## config.mk

```make
export PLATFORM = sky130hd
export DESIGN_NAME = epaper_refresh_decider_core_flat
export DESIGN_NICKNAME = d
export VERILOG_FILES = /design/src/hdl/eprd_pkg.sv /design/src/hdl/eprd_chan_if.sv /design/src/hdl/eprd_time_split.sv /design/src/hdl/eprd_decide.sv /design/src/hdl/epaper_refresh_decider_core.sv /design/src/flat_wrapper.sv
export SDC_FILE = /design/constraint.sdc
export NUM_CORES = 1
export LEC_CHECK = 0
export ABC_AREA = 1
export BUFFER_PORTS_ARGS = -buffer_cell sky130_fd_sc_hd__buf_2
export CORE_UTILIZATION = 49
export DETAILED_ROUTE_END_ITERATION = 12
export GPL_TIMING_DRIVEN = 1
export PLACE_DENSITY = 0.76
export SLEW_MARGIN = 15
export SYNTH_ARGS = -nofsm -noshare
export SYNTH_HDL_FRONTEND = slang
export SYNTH_SLANG_ARGS = --single-unit
```

## constraint.sdc

```tcl
create_clock -name clock -period 2.29 [get_ports clock]
set_clock_uncertainty 0.05 [all_clocks]
set_input_delay 0.5725 -clock clock [delete_from_list [all_inputs] [get_ports clock]]
set_output_delay 0.5725 -clock clock [all_outputs]
set_load 0.005 [all_outputs]
```

## src/hdl/eprd_pkg.sv

```systemverilog
`default_nettype none

package eprd_pkg;

   // Reciprocals for division by constants. floor(x / 15) equals
   // (x * RECIP_15) >> RECIP_15_SHIFT for every 32-bit x, and likewise for 3.
   localparam logic [31:0] RECIP_15       = 32'h8888_8889;
   localparam int          RECIP_15_SHIFT = 35;
   localparam logic [31:0] RECIP_3        = 32'hAAAA_AAAB;
   localparam int          RECIP_3_SHIFT  = 33;

   // Register indexes of the configuration port.
   localparam logic [1:0] CSR_NIGHT_START  = 2'd0;
   localparam logic [1:0] CSR_NIGHT_END    = 2'd1;
   localparam logic [1:0] CSR_TEMP_BAND    = 2'd2;
   localparam logic [1:0] CSR_BATTERY_BAND = 2'd3;

   localparam logic [4:0]  NIGHT_START_RST  = 5'd0;
   localparam logic [4:0]  NIGHT_END_RST    = 5'd6;
   localparam logic [7:0]  TEMP_BAND_RST    = 8'd3;
   localparam logic [15:0] BATTERY_BAND_RST = 16'd100;

   // Codes that mean "nothing seen yet" in the tracking registers.
   localparam logic [6:0]  MINUTE_NONE     = 7'd100;
   localparam logic [6:0]  HOUR_NONE       = 7'd100;
   localparam logic [1:0]  LINK_NONE       = 2'd3;
   localparam logic [15:0] FROZEN_BATT_RST = 16'hFFFF;

   localparam logic [6:0] HOUR_CAP  = 7'd99;
   localparam logic [3:0] CAUSE_CAP = 4'd9;

   typedef struct packed {
      logic [31:0]       time_seconds;
      logic              time_was_set;
      logic              link_connected;
      logic signed [7:0] panel_temperature;
      logic [15:0]       battery_millivolts;
   } req_payload_type;

   typedef struct packed {
      logic              paint;
      logic              full_refresh;
      logic [15:0]       shown_battery;
      logic signed [7:0] shown_temperature;
      logic [6:0]        hour_cause_count;
      logic [3:0]        temp_cause_count;
      logic [3:0]        battery_cause_count;
      logic [3:0]        link_cause_count;
   } rsp_payload_type;

   typedef struct packed {
      logic [4:0]  quiet_from_hour;
      logic [4:0]  quiet_until_hour;
      logic [7:0]  temp_dead_band;
      logic [15:0] battery_dead_band;
   } cfg_type;

   // Request fields that ride along the time pipeline unchanged.
   typedef struct packed {
      logic        time_was_set;
      logic        link_connected;
      logic [7:0]  panel_temperature;
      logic [15:0] battery_millivolts;
   } side_type;

   typedef struct packed {
      logic [5:0] minute;
      logic [4:0] hour;
      side_type   side;
   } time_item_type;

endpackage

`default_nettype wire

```

## src/hdl/eprd_chan_if.sv

```systemverilog
`default_nettype none

interface eprd_chan_if #(
   parameter type payload_type = logic
) ();
   logic        valid;
   logic        ready;
   payload_type payload;

   modport source (output valid, output payload, input ready);
   modport sink (input valid, input payload, output ready);
endinterface

`default_nettype wire

```

## src/hdl/eprd_time_split.sv

```systemverilog
`default_nettype none

// Four-stage pipeline that turns the seconds clock into minute of hour and
// hour of day using reciprocal multiplications, one feeding each of stages 1 to 3.
module eprd_time_split (
   input  wire logic                     clock,
   input  wire logic                     reset,
   input  wire logic                     in_valid,
   output logic                          in_ready,
   input  wire eprd_pkg::req_payload_type in_payload,
   output logic                          out_valid,
   input  wire logic                     out_ready,
   output eprd_pkg::time_item_type       out_item
);

   // Stage 0: request register.
   logic                      s0_valid_ff;
   eprd_pkg::req_payload_type s0_ff;
   // Stage 1: q1 = t / 60.
   logic                      s1_valid_ff;
   logic [26:0]               s1_q1_ff;
   eprd_pkg::side_type        s1_side_ff;
   // Stage 2: q2 = q1 / 60.
   logic                      s2_valid_ff;
   logic [5:0]                s2_q1_lo_ff;
   logic [20:0]               s2_q2_ff;
   eprd_pkg::side_type        s2_side_ff;
   // Stage 3: minute, plus low bits of q2 and q3 = q2 / 24.
   logic                      s3_valid_ff;
   logic [5:0]                s3_minute_ff;
   logic [4:0]                s3_q2_lo_ff;
   logic [1:0]                s3_q3_lo_ff;
   eprd_pkg::side_type        s3_side_ff;

   logic        s0_ready, s1_ready, s2_ready, s3_ready;
   logic [61:0] prod1;
   logic [55:0] prod2;
   logic [34:0] prod3;
   logic [5:0]  minute_in;
   eprd_pkg::side_type s0_side;

   assign s3_ready = !s3_valid_ff || out_ready;
   assign s2_ready = !s2_valid_ff || s3_ready;
   assign s1_ready = !s1_valid_ff || s2_ready;
   assign s0_ready = !s0_valid_ff || s1_ready;
   assign in_ready = s0_ready;

   assign s0_side.time_was_set       = s0_ff.time_was_set;
   assign s0_side.link_connected     = s0_ff.link_connected;
   assign s0_side.panel_temperature  = s0_ff.panel_temperature;
   assign s0_side.battery_millivolts = s0_ff.battery_millivolts;

   // t / 60 = (t >> 2) / 15; q1 / 60 = (q1 >> 2) / 15; q2 / 24 = (q2 >> 3) / 3.
   assign prod1 = 62'(s0_ff.time_seconds[31:2]) * 62'(eprd_pkg::RECIP_15);
   assign prod2 = 56'(s1_q1_ff[26:2]) * 56'(eprd_pkg::RECIP_15);
   assign prod3 = 35'(s2_q2_ff[20:3]) * 35'(eprd_pkg::RECIP_3);

   // q1 - 60 * q2 = q1 - 64 * q2 + 4 * q2, so modulo 64 only low bits matter.
   assign minute_in = s2_q1_lo_ff + {s2_q2_ff[3:0], 2'b00};

   always_ff @(posedge clock) begin
      if (reset) begin
         s0_valid_ff <= 1'b0;
         s1_valid_ff <= 1'b0;
         s2_valid_ff <= 1'b0;
         s3_valid_ff <= 1'b0;
      end else begin
         if (s0_ready) begin
            s0_valid_ff <= in_valid;
         end
         if (s1_ready) begin
            s1_valid_ff <= s0_valid_ff;
         end
         if (s2_ready) begin
            s2_valid_ff <= s1_valid_ff;
         end
         if (s3_ready) begin
            s3_valid_ff <= s2_valid_ff;
         end
      end
   end

   always_ff @(posedge clock) begin
      if (s0_ready && in_valid) begin
         s0_ff <= in_payload;
      end
      if (s1_ready && s0_valid_ff) begin
         s1_q1_ff   <= prod1[61:35];
         s1_side_ff <= s0_side;
      end
      if (s2_ready && s1_valid_ff) begin
         s2_q1_lo_ff <= s1_q1_ff[5:0];
         s2_q2_ff    <= prod2[55:35];
         s2_side_ff  <= s1_side_ff;
      end
      if (s3_ready && s2_valid_ff) begin
         s3_minute_ff <= minute_in;
         s3_q2_lo_ff  <= s2_q2_ff[4:0];
         s3_q3_lo_ff  <= prod3[34:33];
         s3_side_ff   <= s2_side_ff;
      end
   end

   // hour = q2 - 24 * q3 = q2 - 16 * q3 - 8 * q3, taken modulo 32.
   assign out_valid     = s3_valid_ff;
   assign out_item.minute = s3_minute_ff;
   assign out_item.hour = s3_q2_lo_ff - {s3_q3_lo_ff[0], 4'b0000}
                          - {s3_q3_lo_ff[1:0], 3'b000};
   assign out_item.side = s3_side_ff;

endmodule

`default_nettype wire

```

## src/hdl/eprd_decide.sv

```systemverilog
`default_nettype none

// Refresh decision against the tracked state, with the result register.
module eprd_decide (
   input  wire logic                    clock,
   input  wire logic                    reset,
   input  wire eprd_pkg::cfg_type       cfg,
   input  wire logic                    item_valid,
   output logic                         item_ready,
   input  wire eprd_pkg::time_item_type item,
   output logic                         rsp_valid,
   input  wire logic                    rsp_ready,
   output eprd_pkg::rsp_payload_type    rsp_payload
);

   logic [6:0]  last_minute_ff, last_minute_in;
   logic [6:0]  last_hour_ff, last_hour_in;
   logic [1:0]  last_link_ff, last_link_in;
   logic        temp_valid_ff, temp_valid_in;
   logic [7:0]  last_temp_ff, last_temp_in;
   logic        battery_valid_ff, battery_valid_in;
   logic [15:0] last_battery_ff, last_battery_in;
   logic        first_paint_done_ff, first_paint_done_in;
   logic        counters_armed_ff, counters_armed_in;
   logic [6:0]  count_hour_ff, count_hour_in;
   logic [3:0]  count_temp_ff, count_temp_in;
   logic [3:0]  count_battery_ff, count_battery_in;
   logic [3:0]  count_link_ff, count_link_in;
   logic [15:0] frozen_battery_ff, frozen_battery_in;
   logic [7:0]  frozen_temp_ff, frozen_temp_in;
   logic        rsp_valid_ff;
   eprd_pkg::rsp_payload_type rsp_ff, rsp_in;

   logic        load, tick, forced;
   logic        c_link, c_temp, c_batt, hour_moved, full_c, night, paint_c, bump;
   logic [7:0]  temp_cur;
   logic [15:0] batt_now;
   logic [8:0]  temp_diff, temp_abs9;
   logic [7:0]  temp_abs;
   logic [15:0] batt_abs;

   assign item_ready = !rsp_valid_ff || rsp_ready;
   assign load       = item_valid && item_ready;

   assign forced   = item.side.time_was_set;
   assign temp_cur = item.side.panel_temperature;
   assign batt_now = item.side.battery_millivolts;
   assign tick     = forced || ({1'b0, item.minute} != last_minute_ff);

   assign c_link = {1'b0, item.side.link_connected} != last_link_ff;

   assign temp_diff = {temp_cur[7], temp_cur} - {last_temp_ff[7], last_temp_ff};
   assign temp_abs9 = temp_diff[8] ? (9'd0 - temp_diff) : temp_diff;
   assign temp_abs  = temp_abs9[7:0];
   assign c_temp    = !temp_valid_ff || (temp_abs >= cfg.temp_dead_band);

   assign batt_abs = (batt_now > last_battery_ff) ? (batt_now - last_battery_ff)
                                                   : (last_battery_ff - batt_now);
   assign c_batt   = battery_valid_ff && (batt_abs >= cfg.battery_dead_band);

   assign hour_moved = {2'b00, item.hour} != last_hour_ff;
   assign full_c     = hour_moved || c_link || c_temp || c_batt;
   assign night      = (item.hour >= cfg.quiet_from_hour)
                       && (item.hour < cfg.quiet_until_hour);
   assign paint_c    = forced || !first_paint_done_ff || !night;
   assign bump       = paint_c && full_c && counters_armed_ff;

   always_comb begin
      last_minute_in      = last_minute_ff;
      last_hour_in        = last_hour_ff;
      last_link_in        = last_link_ff;
      temp_valid_in       = temp_valid_ff;
      last_temp_in        = last_temp_ff;
      battery_valid_in    = battery_valid_ff;
      last_battery_in     = last_battery_ff;
      first_paint_done_in = first_paint_done_ff;
      counters_armed_in   = counters_armed_ff;
      count_hour_in       = count_hour_ff;
      count_temp_in       = count_temp_ff;
      count_battery_in    = count_battery_ff;
      count_link_in       = count_link_ff;
      frozen_battery_in   = frozen_battery_ff;
      frozen_temp_in      = frozen_temp_ff;
      if (load && tick) begin
         last_minute_in    = {1'b0, item.minute};
         last_hour_in      = {2'b00, item.hour};
         last_link_in      = {1'b0, item.side.link_connected};
         temp_valid_in     = 1'b1;
         battery_valid_in  = 1'b1;
         counters_armed_in = 1'b1;
         if (c_temp) begin
            last_temp_in = temp_cur;
         end
         if (!battery_valid_ff || c_batt) begin
            last_battery_in = batt_now;
         end
         if (bump) begin
            if (c_link && (count_link_ff < eprd_pkg::CAUSE_CAP)) begin
               count_link_in = count_link_ff + 4'd1;
            end
            if (c_temp && (count_temp_ff < eprd_pkg::CAUSE_CAP)) begin
               count_temp_in = count_temp_ff + 4'd1;
            end
            if (c_batt && (count_battery_ff < eprd_pkg::CAUSE_CAP)) begin
               count_battery_in = count_battery_ff + 4'd1;
            end
            if (hour_moved && (count_hour_ff < eprd_pkg::HOUR_CAP)) begin
               count_hour_in = count_hour_ff + 7'd1;
            end
         end
         if (paint_c) begin
            first_paint_done_in = 1'b1;
            if (full_c) begin
               frozen_battery_in = batt_now;
               frozen_temp_in    = temp_cur;
            end
         end
      end
   end

   always_comb begin
      rsp_in.paint               = tick && paint_c;
      rsp_in.full_refresh        = tick && paint_c && full_c;
      rsp_in.shown_battery       = frozen_battery_in;
      rsp_in.shown_temperature   = frozen_temp_in;
      rsp_in.hour_cause_count    = count_hour_in;
      rsp_in.temp_cause_count    = count_temp_in;
      rsp_in.battery_cause_count = count_battery_in;
      rsp_in.link_cause_count    = count_link_in;
   end

   always_ff @(posedge clock) begin
      if (reset) begin
         last_minute_ff      <= eprd_pkg::MINUTE_NONE;
         last_hour_ff        <= eprd_pkg::HOUR_NONE;
         last_link_ff        <= eprd_pkg::LINK_NONE;
         temp_valid_ff       <= 1'b0;
         last_temp_ff        <= 8'd0;
         battery_valid_ff    <= 1'b0;
         last_battery_ff     <= 16'd0;
         first_paint_done_ff <= 1'b0;
         counters_armed_ff   <= 1'b0;
         count_hour_ff       <= 7'd0;
         count_temp_ff       <= 4'd0;
         count_battery_ff    <= 4'd0;
         count_link_ff       <= 4'd0;
         frozen_battery_ff   <= eprd_pkg::FROZEN_BATT_RST;
         frozen_temp_ff      <= 8'd0;
         rsp_valid_ff        <= 1'b0;
      end else begin
         last_minute_ff      <= last_minute_in;
         last_hour_ff        <= last_hour_in;
         last_link_ff        <= last_link_in;
         temp_valid_ff       <= temp_valid_in;
         last_temp_ff        <= last_temp_in;
         battery_valid_ff    <= battery_valid_in;
         last_battery_ff     <= last_battery_in;
         first_paint_done_ff <= first_paint_done_in;
         counters_armed_ff   <= counters_armed_in;
         count_hour_ff       <= count_hour_in;
         count_temp_ff       <= count_temp_in;
         count_battery_ff    <= count_battery_in;
         count_link_ff       <= count_link_in;
         frozen_battery_ff   <= frozen_battery_in;
         frozen_temp_ff      <= frozen_temp_in;
         if (load) begin
            rsp_valid_ff <= 1'b1;
         end else if (rsp_ready) begin
            rsp_valid_ff <= 1'b0;
         end
      end
   end

   always_ff @(posedge clock) begin
      if (load) begin
         rsp_ff <= rsp_in;
      end
   end

   assign rsp_valid   = rsp_valid_ff;
   assign rsp_payload = rsp_ff;

   a_counter_caps: assert property (@(posedge clock) disable iff (reset)
      (count_hour_ff <= eprd_pkg::HOUR_CAP) && (count_temp_ff <= eprd_pkg::CAUSE_CAP)
      && (count_battery_ff <= eprd_pkg::CAUSE_CAP) && (count_link_ff <= eprd_pkg::CAUSE_CAP))
      else $error("cause counter above its cap");

   a_armed_sticks: assert property (@(posedge clock) disable iff (reset)
      counters_armed_ff |=> counters_armed_ff)
      else $error("counters disarmed without reset");

   a_full_freezes: assert property (@(posedge clock) disable iff (reset)
      (load && rsp_in.full_refresh) |=>
         (rsp_ff.shown_battery == $past(batt_now)) && rsp_ff.paint)
      else $error("full refresh did not freeze the battery value");

   a_counts_move_on_full: assert property (@(posedge clock) disable iff (reset)
      !(load && rsp_in.full_refresh) |=>
         $stable(count_hour_ff) && $stable(count_temp_ff)
         && $stable(count_battery_ff) && $stable(count_link_ff))
      else $error("cause counter moved without a painted full refresh");

endmodule

`default_nettype wire

```

## src/hdl/epaper_refresh_decider_core.sv

```systemverilog
`default_nettype none

// Channel   Direction  Payload                     Handshake
// req_chan  in         req_payload_type (58 bits)  valid/ready
// rsp_chan  out        rsp_payload_type (45 bits)  valid/ready
// csr_*     in         2-bit index, 16-bit data    write enable only
//
// One request is taken per cycle while no stage is stalled; its result passes
// through the request register, the three reciprocal multiplier stages that
// split the seconds clock into minute and hour, and the decision stage register.
// Reset is synchronous and active high; no memory clearing pass is needed.
// Every stage loads when it is empty or its successor moves, so a stalled
// result holds in its register while earlier stages keep filling.

module epaper_refresh_decider_core (
   input  wire logic    clock,
   input  wire logic    reset,
   eprd_chan_if.sink    req_chan,
   eprd_chan_if.source  rsp_chan,
   input  wire logic        csr_wr_en,
   input  wire logic [1:0]  csr_index,
   input  wire logic [15:0] csr_wdata
);

   eprd_pkg::cfg_type       cfg_ff, cfg_in;
   logic                    time_valid;
   logic                    time_ready;
   eprd_pkg::time_item_type time_item;
   logic                    split_ready;
   logic                    rsp_valid;
   eprd_pkg::rsp_payload_type rsp_payload;

   // Configuration registers. The user must write them only while the block is idle;
   // the block itself does not enforce it, and the decision stage reads them unshadowed.
   always_comb begin
      cfg_in = cfg_ff;
      if (csr_wr_en) begin
         case (csr_index)
            eprd_pkg::CSR_NIGHT_START: begin
               cfg_in.quiet_from_hour = csr_wdata[4:0];
            end
            eprd_pkg::CSR_NIGHT_END: begin
               cfg_in.quiet_until_hour = csr_wdata[4:0];
            end
            eprd_pkg::CSR_TEMP_BAND: begin
               cfg_in.temp_dead_band = csr_wdata[7:0];
            end
            eprd_pkg::CSR_BATTERY_BAND: begin
               cfg_in.battery_dead_band = csr_wdata;
            end
            default: begin
               cfg_in = cfg_ff;
            end
         endcase
      end
   end

   always_ff @(posedge clock) begin
      if (reset) begin
         cfg_ff.quiet_from_hour   <= eprd_pkg::NIGHT_START_RST;
         cfg_ff.quiet_until_hour  <= eprd_pkg::NIGHT_END_RST;
         cfg_ff.temp_dead_band    <= eprd_pkg::TEMP_BAND_RST;
         cfg_ff.battery_dead_band <= eprd_pkg::BATTERY_BAND_RST;
      end else begin
         cfg_ff <= cfg_in;
      end
   end

   // Front end: the request register and the minute and hour split.
   eprd_time_split u_time_split (
      .clock      (clock),
      .reset      (reset),
      .in_valid   (req_chan.valid),
      .in_ready   (split_ready),
      .in_payload (req_chan.payload),
      .out_valid  (time_valid),
      .out_ready  (time_ready),
      .out_item   (time_item)
   );

   assign req_chan.ready = split_ready;

   // Back end: the tracked state, the refresh decision and the result register.
   eprd_decide u_decide (
      .clock       (clock),
      .reset       (reset),
      .cfg         (cfg_ff),
      .item_valid  (time_valid),
      .item_ready  (time_ready),
      .item        (time_item),
      .rsp_valid   (rsp_valid),
      .rsp_ready   (rsp_chan.ready),
      .rsp_payload (rsp_payload)
   );

   assign rsp_chan.valid   = rsp_valid;
   assign rsp_chan.payload = rsp_payload;

endmodule

`default_nettype wire
```

## src/flat_wrapper.sv

```systemverilog
// flat-port wrapper written by rule: the top's interface ports become plain ports
module epaper_refresh_decider_core_flat 
  (clock, reset, csr_wr_en, csr_index, csr_wdata, req_chan_valid, req_chan_payload, req_chan_ready, rsp_chan_valid, rsp_chan_payload, rsp_chan_ready);
  eprd_chan_if req_chan_i ();
  eprd_chan_if rsp_chan_i ();
  input  wire logic clock;
  input  wire logic reset;
  input  wire logic csr_wr_en;
  input  wire logic [1:0] csr_index;
  input  wire logic [15:0] csr_wdata;
  input wire logic [$bits(req_chan_i.valid)-1:0] req_chan_valid;
  input wire logic [$bits(req_chan_i.payload)-1:0] req_chan_payload;
  output wire logic [$bits(req_chan_i.ready)-1:0] req_chan_ready;
  output wire logic [$bits(rsp_chan_i.valid)-1:0] rsp_chan_valid;
  output wire logic [$bits(rsp_chan_i.payload)-1:0] rsp_chan_payload;
  input wire logic [$bits(rsp_chan_i.ready)-1:0] rsp_chan_ready;
  assign req_chan_i.valid = req_chan_valid;
  assign req_chan_i.payload = req_chan_payload;
  assign req_chan_ready = req_chan_i.ready;
  assign rsp_chan_valid = rsp_chan_i.valid;
  assign rsp_chan_payload = rsp_chan_i.payload;
  assign rsp_chan_i.ready = rsp_chan_ready;
  epaper_refresh_decider_core u_core (.clock(clock), .reset(reset), .req_chan(req_chan_i), .rsp_chan(rsp_chan_i), .csr_wr_en(csr_wr_en), .csr_index(csr_index), .csr_wdata(csr_wdata));
endmodule
```

### Yosys cells after proc, flatten, opt, wreduce, memory -nomap -nowiden

Index checks and enable logic that the tools add are counted.
W data, S select, Z words.

| cells by class | value |
|---|---|
| add/sub/neg operators | 3 |
| order comparisons | 6 |
| eq/ne operators | 3 |
| mux-type cells | 6 |
| reduce and logical (&&, ||, !) cells | 40 |

Operator list:

| cell | count |
|---|---|
| $ge A16 B16 Y1 | 1 |
| $mux W16 | 1 |
| $mux W4 | 3 |
| $reduce_and A2 Y1 | 6 |
| $logic_and A1 B1 Y1 | 11 |
| $logic_or A1 B1 Y1 | 11 |
| $ge A1 B8 Y1 const A | 1 |
| $logic_not A1 Y1 | 8 |
| $reduce_bool A7 Y1 | 1 |
| $ge A1 B5 Y1 const A | 1 |
| $lt A1 B5 Y1 const A | 1 |
| $add A4 B1 Y4 const B | 1 |
| $eq A2 B2 Y1 const B | 2 |
| $lt A4 B4 Y1 const B | 1 |
| $reduce_bool A2 Y1 | 2 |
| $sub A1 B1 Y2 | 2 |
| $eq A2 B1 Y1 const B | 1 |
| $logic_not A2 Y1 | 1 |
| $mux W1 | 2 |
| $gt A1 B1 Y1 | 1 |

| storage, ports and cells | value |
|---|---|
| register bits after elaboration | 56 |
| input bits | 24 |
| logic and storage cells | 78 |

### Longest topological paths before layout

| logic depth | value |
|---|---|
| depth in word-level cells | 9 |
| depth in mapped cells | 10 |
| mapped depth without buffers | 10 |

### Modules after synthesis

A second synthesis with hierarchy kept.

| unflattened totals | value |
|---|---|
| cell total of the unflattened synthesis | 4211 |
| area total of the unflattened synthesis | 36019.5 um2 |

Modules (own cells, without submodules):

| module | instances | cells each | area each (um2) | seq. area each (um2) |
|---|---|---|---|---|
| eprd_time_split | 1 | 2915 | 26496.7 | 6115.9 |
| eprd_decide | 1 | 1085 | 8125.3 | 3012.9 |
| epaper_refresh_decider_core | 1 | 211 | 1397.6 | 680.7 |

### Worst setup path before layout

Ideal clock, no wire load.

| path | value |
|---|---|
| path type | input port to output port |
| start point | in rsp_chan_ready |
| end point | out req_chan_ready |
| arrival time | 1.183 ns |
| slack | 0.485 ns |
| stages | 8 |
| cell sequence | nor2_2 inv_2 nor2_2 inv_2 nor2_2 inv_2 nor2_4 nand2_2 |

| on the way | value |
|---|---|
| longest elaborated chain between the ends | 5 |

Ends and longest elaborated chain:

| what | line | source |
|---|---|---|
| from (decl) | flat_wrapper.sv:16 | `input wire logic [$bits(rsp_chan_i.ready)-1:0] rsp_chan_ready;` |
| $logic_or A1 B1 Y1 | eprd_decide.sv:42 | `assign item_ready = !rsp_valid_ff \|\| rsp_ready;` |
| $logic_or A1 B1 Y1 | eprd_time_split.sv:42 | `assign s3_ready = !s3_valid_ff \|\| out_ready;` |
| $logic_or A1 B1 Y1 | eprd_time_split.sv:43 | `assign s2_ready = !s2_valid_ff \|\| s3_ready;` |
| $logic_or A1 B1 Y1 | eprd_time_split.sv:44 | `assign s1_ready = !s1_valid_ff \|\| s2_ready;` |
| $logic_or A1 B1 Y1 | eprd_time_split.sv:45 | `assign s0_ready = !s0_valid_ff \|\| s1_ready;` |
| to (decl) | flat_wrapper.sv:13 | `output wire logic [$bits(req_chan_i.ready)-1:0] req_chan_ready;` |

Every way passes these cells.

### Final worst setup path

Ends and elaborated chain as after synthesis.

==> results.ini <==
[run_status]
status=finished clean

[timing]
min_period_ns=2.085
hold_viol_final=0
post-route-period-util=0.9106
relSlewSlack=0.6635
finalSetupViolCount=0
slew_violations=0
fmax_mhz=479.6
rsz0062_at_grt=no
fin_tns_setup_ns=0
tightest_slew_ns=0.5009

[setup_path]
critPathTopFamily=simple AND/OR/NAND/NOR gates
cp-start-kind=input pin
path_buf_inv=5
cp.required_ns=1.67
critPathMaxFanout=2
slowest_stage=nor2_2
critPathKind=in -> out
cp-end-kind=primary output
arrival_ns=1.46
crit_chain=buf_2 -> nor2_2 -> inv_2 -> nor2_2 -> inv_2 -> nor2_2 -> inv_2 -> nor2_4 -> nand2_2 -> buf_2
critPathMaxStageDelay_ns=0.18

[drt]
firstDrtPassIters=4
ant_nets=0
vias=738
drt_wl_total_mm=1.389
drc=0
drtIter0Drc=10
wl_per_cell_um=8.791
via_per_inst=4.671

[synthesis]
syn_inst=119
synth_top_area_frac=0.4712
syn_area_per_cell_um2=7.854
ys_warn_count=0
synth_top_area_cell=dfxtp_1
postSynthNetCount=145
ys_top_cells_by_area=dfxtp_1 47%, nor2_1 9.2%, inv_1 6.4%
synthDistinctLibCells=21
synth_seq_area_share=0.5033
synth_area_um2=934.6
ys_ff_latch=23

[grt]
grt_antenna_before_repair=0
grt_max_degree=14
grt_pass1_vias=612
globalRouteOverflowTotal=0
track_usage=0.1604
grt_pass1_wl_mm=2.401

[pwr]
leakagePower_nw=0.4401
peakVddDrop_mv=0.3822
total_power_mw=0.6465
power_density_nw_per_um2=616.6

[floorplanning]
fp.dieArea_um2=2086
rows=15
ios=27
die_w_um=45.68
core_um2=1764
fp.dieH_um=45.68
start_util=0.5298

[flow_run]
maxCapViolCount=0

[clocking]
clkTransAtPathRegs_ns=0.12
ctsHoldBuffers=0
clock_latency_ns=0.30
ctsResizeCount=0
htree_levels=1
cts_buffers=3
cts_tree=built
clockRootBuffer=clkbuf_4
cts_setup_buffers=0
cts.sinks=23
cts.path.max_buffers=2

[cells_and_area]
fin_nets=160
final_cells=158
fin_area_um2=1049
antenna_cells=0
final_common_cell=nor2_1
final_cell_mix=23 x nor2_1, 22 x dfxtp_1, 16 x inv_1, 14 x buf_2, 9 x o21ai_0
area_growth_pct=12.18
post_route_cells_drive_above_1_share=0.2556

[hold_path]
min_path_type=reg -> reg

[place]
dpl_cell_area_um2=1021
dpl.hpwl_mm=1.065
dp_cells=154
port_buffers=14
gp_congestion=0.8353

## worst reg2reg max path: stages (launching register included)
cell,delay [ns]
dfxtp_1,0.40
inv_1,0.07
ha_1,0.19
a21oi_1,0.19
nor3_2,0.07
nand2_2,0.12
xor2_1,0.21
inv_1,0.06
## power by group
group          switching (mW)  leakage (nW)  internal, mW
combinational          0.0254         0.234        0.0168
sequential            0.00575         0.189         0.416
clock                   0.118        0.0177        0.0651
total                   0.149         0.440         0.498
## flip-flops by register name, indices dropped and copies added, names as in the netlist
signal and count:
u_core.u_decide.count_link_ff 4, u_core.u_time_split.s0_valid_ff 1, u_core.u_decide.counters_armed_ff 1, u_core.u_decide.last_link_ff 1
u_core.u_decide.first_paint_done_ff 1, u_core.cfg_ff 10, u_core.u_time_split.out_valid 1, u_core.u_time_split.s1_valid_ff 1
u_core.u_decide.rsp_valid 1, u_core.u_decide.rsp_payload 1, u_core.u_time_split.s2_valid_ff 1
## logic make-up after synthesis
group,after synthesis,synth area share
simple gates,49,0.2544
buf+inv,25,0.1004
flops,23,0.5033
compound gates,19,0.1058
fa+ha+maj,2,0.02677
xor+xnor,1,0.009373
## stage by stage
| stage | setup WS, ns | utilization | hold slack (ns) |
|---|---|---|---|
| after floorplan | 0.4847 | - | 0.3801 |
| after global placement | 0.2270 | 0.5787 | 0.3905 |
| after detailed placement | 0.1999 | 0.5787 | 0.3993 |
| after CTS | 0.1913 | 0.5943 | 0.4181 |
| after global routing | 0.08430 | 0.5943 | 0.4316 |
| final | 0.2048 | 0.5943 | 0.4184 |
## layer usage
metal,vias up,wire [um],track usage
met5,-,0,0
met4,0,0,0.05455
met3,0,47,0.04762
met2,11,623,0.2314
met1,331,718,0.2269
li1,396,-,-
## final timing paths
| kind | startpoint | end | slack [ns] | cells past startpoint |
|---|---|---|---|---|
| setup / recovery | rsp_chan_ready | req_chan_ready | 0.20 | 10 |
| hold / removal | u_core.u_decide.count_link_ff[3] | u_core.u_decide.count_link_ff[3] | 0.42 | 2 |
| setup reg to reg | u_core.u_decide.count_link_ff[0] | u_core.u_decide.rsp_payload[0] | 0.71 | 7 |
| hold reg to reg | u_core.u_decide.count_link_ff[3] | u_core.u_decide.count_link_ff[3] | 0.42 | 2 |
## final cells by class
class | instances | area [um^2]
clock buffer | 3 | 22.52
clock inverter | 1 | 5.005
fill | 171 | 715.7
inverter | 21 | 78.83
multi-input combinational | 71 | 370.4
sequential | 23 | 470.5
tap | 25 | 31.28
timing repair buffer | 14 | 70.07
## cell usage after synthesis, drive strengths merged
library cell	n
a21oi	9
buf	1
clkbuf	3
dfxtp	22
edfxtp	1
ha	2
inv	21
nand2	11
nand3	4
nor2	28
nor3	5
nor4	1
o21ai	10
xor2	1
(Power assumes the default switching activity.)
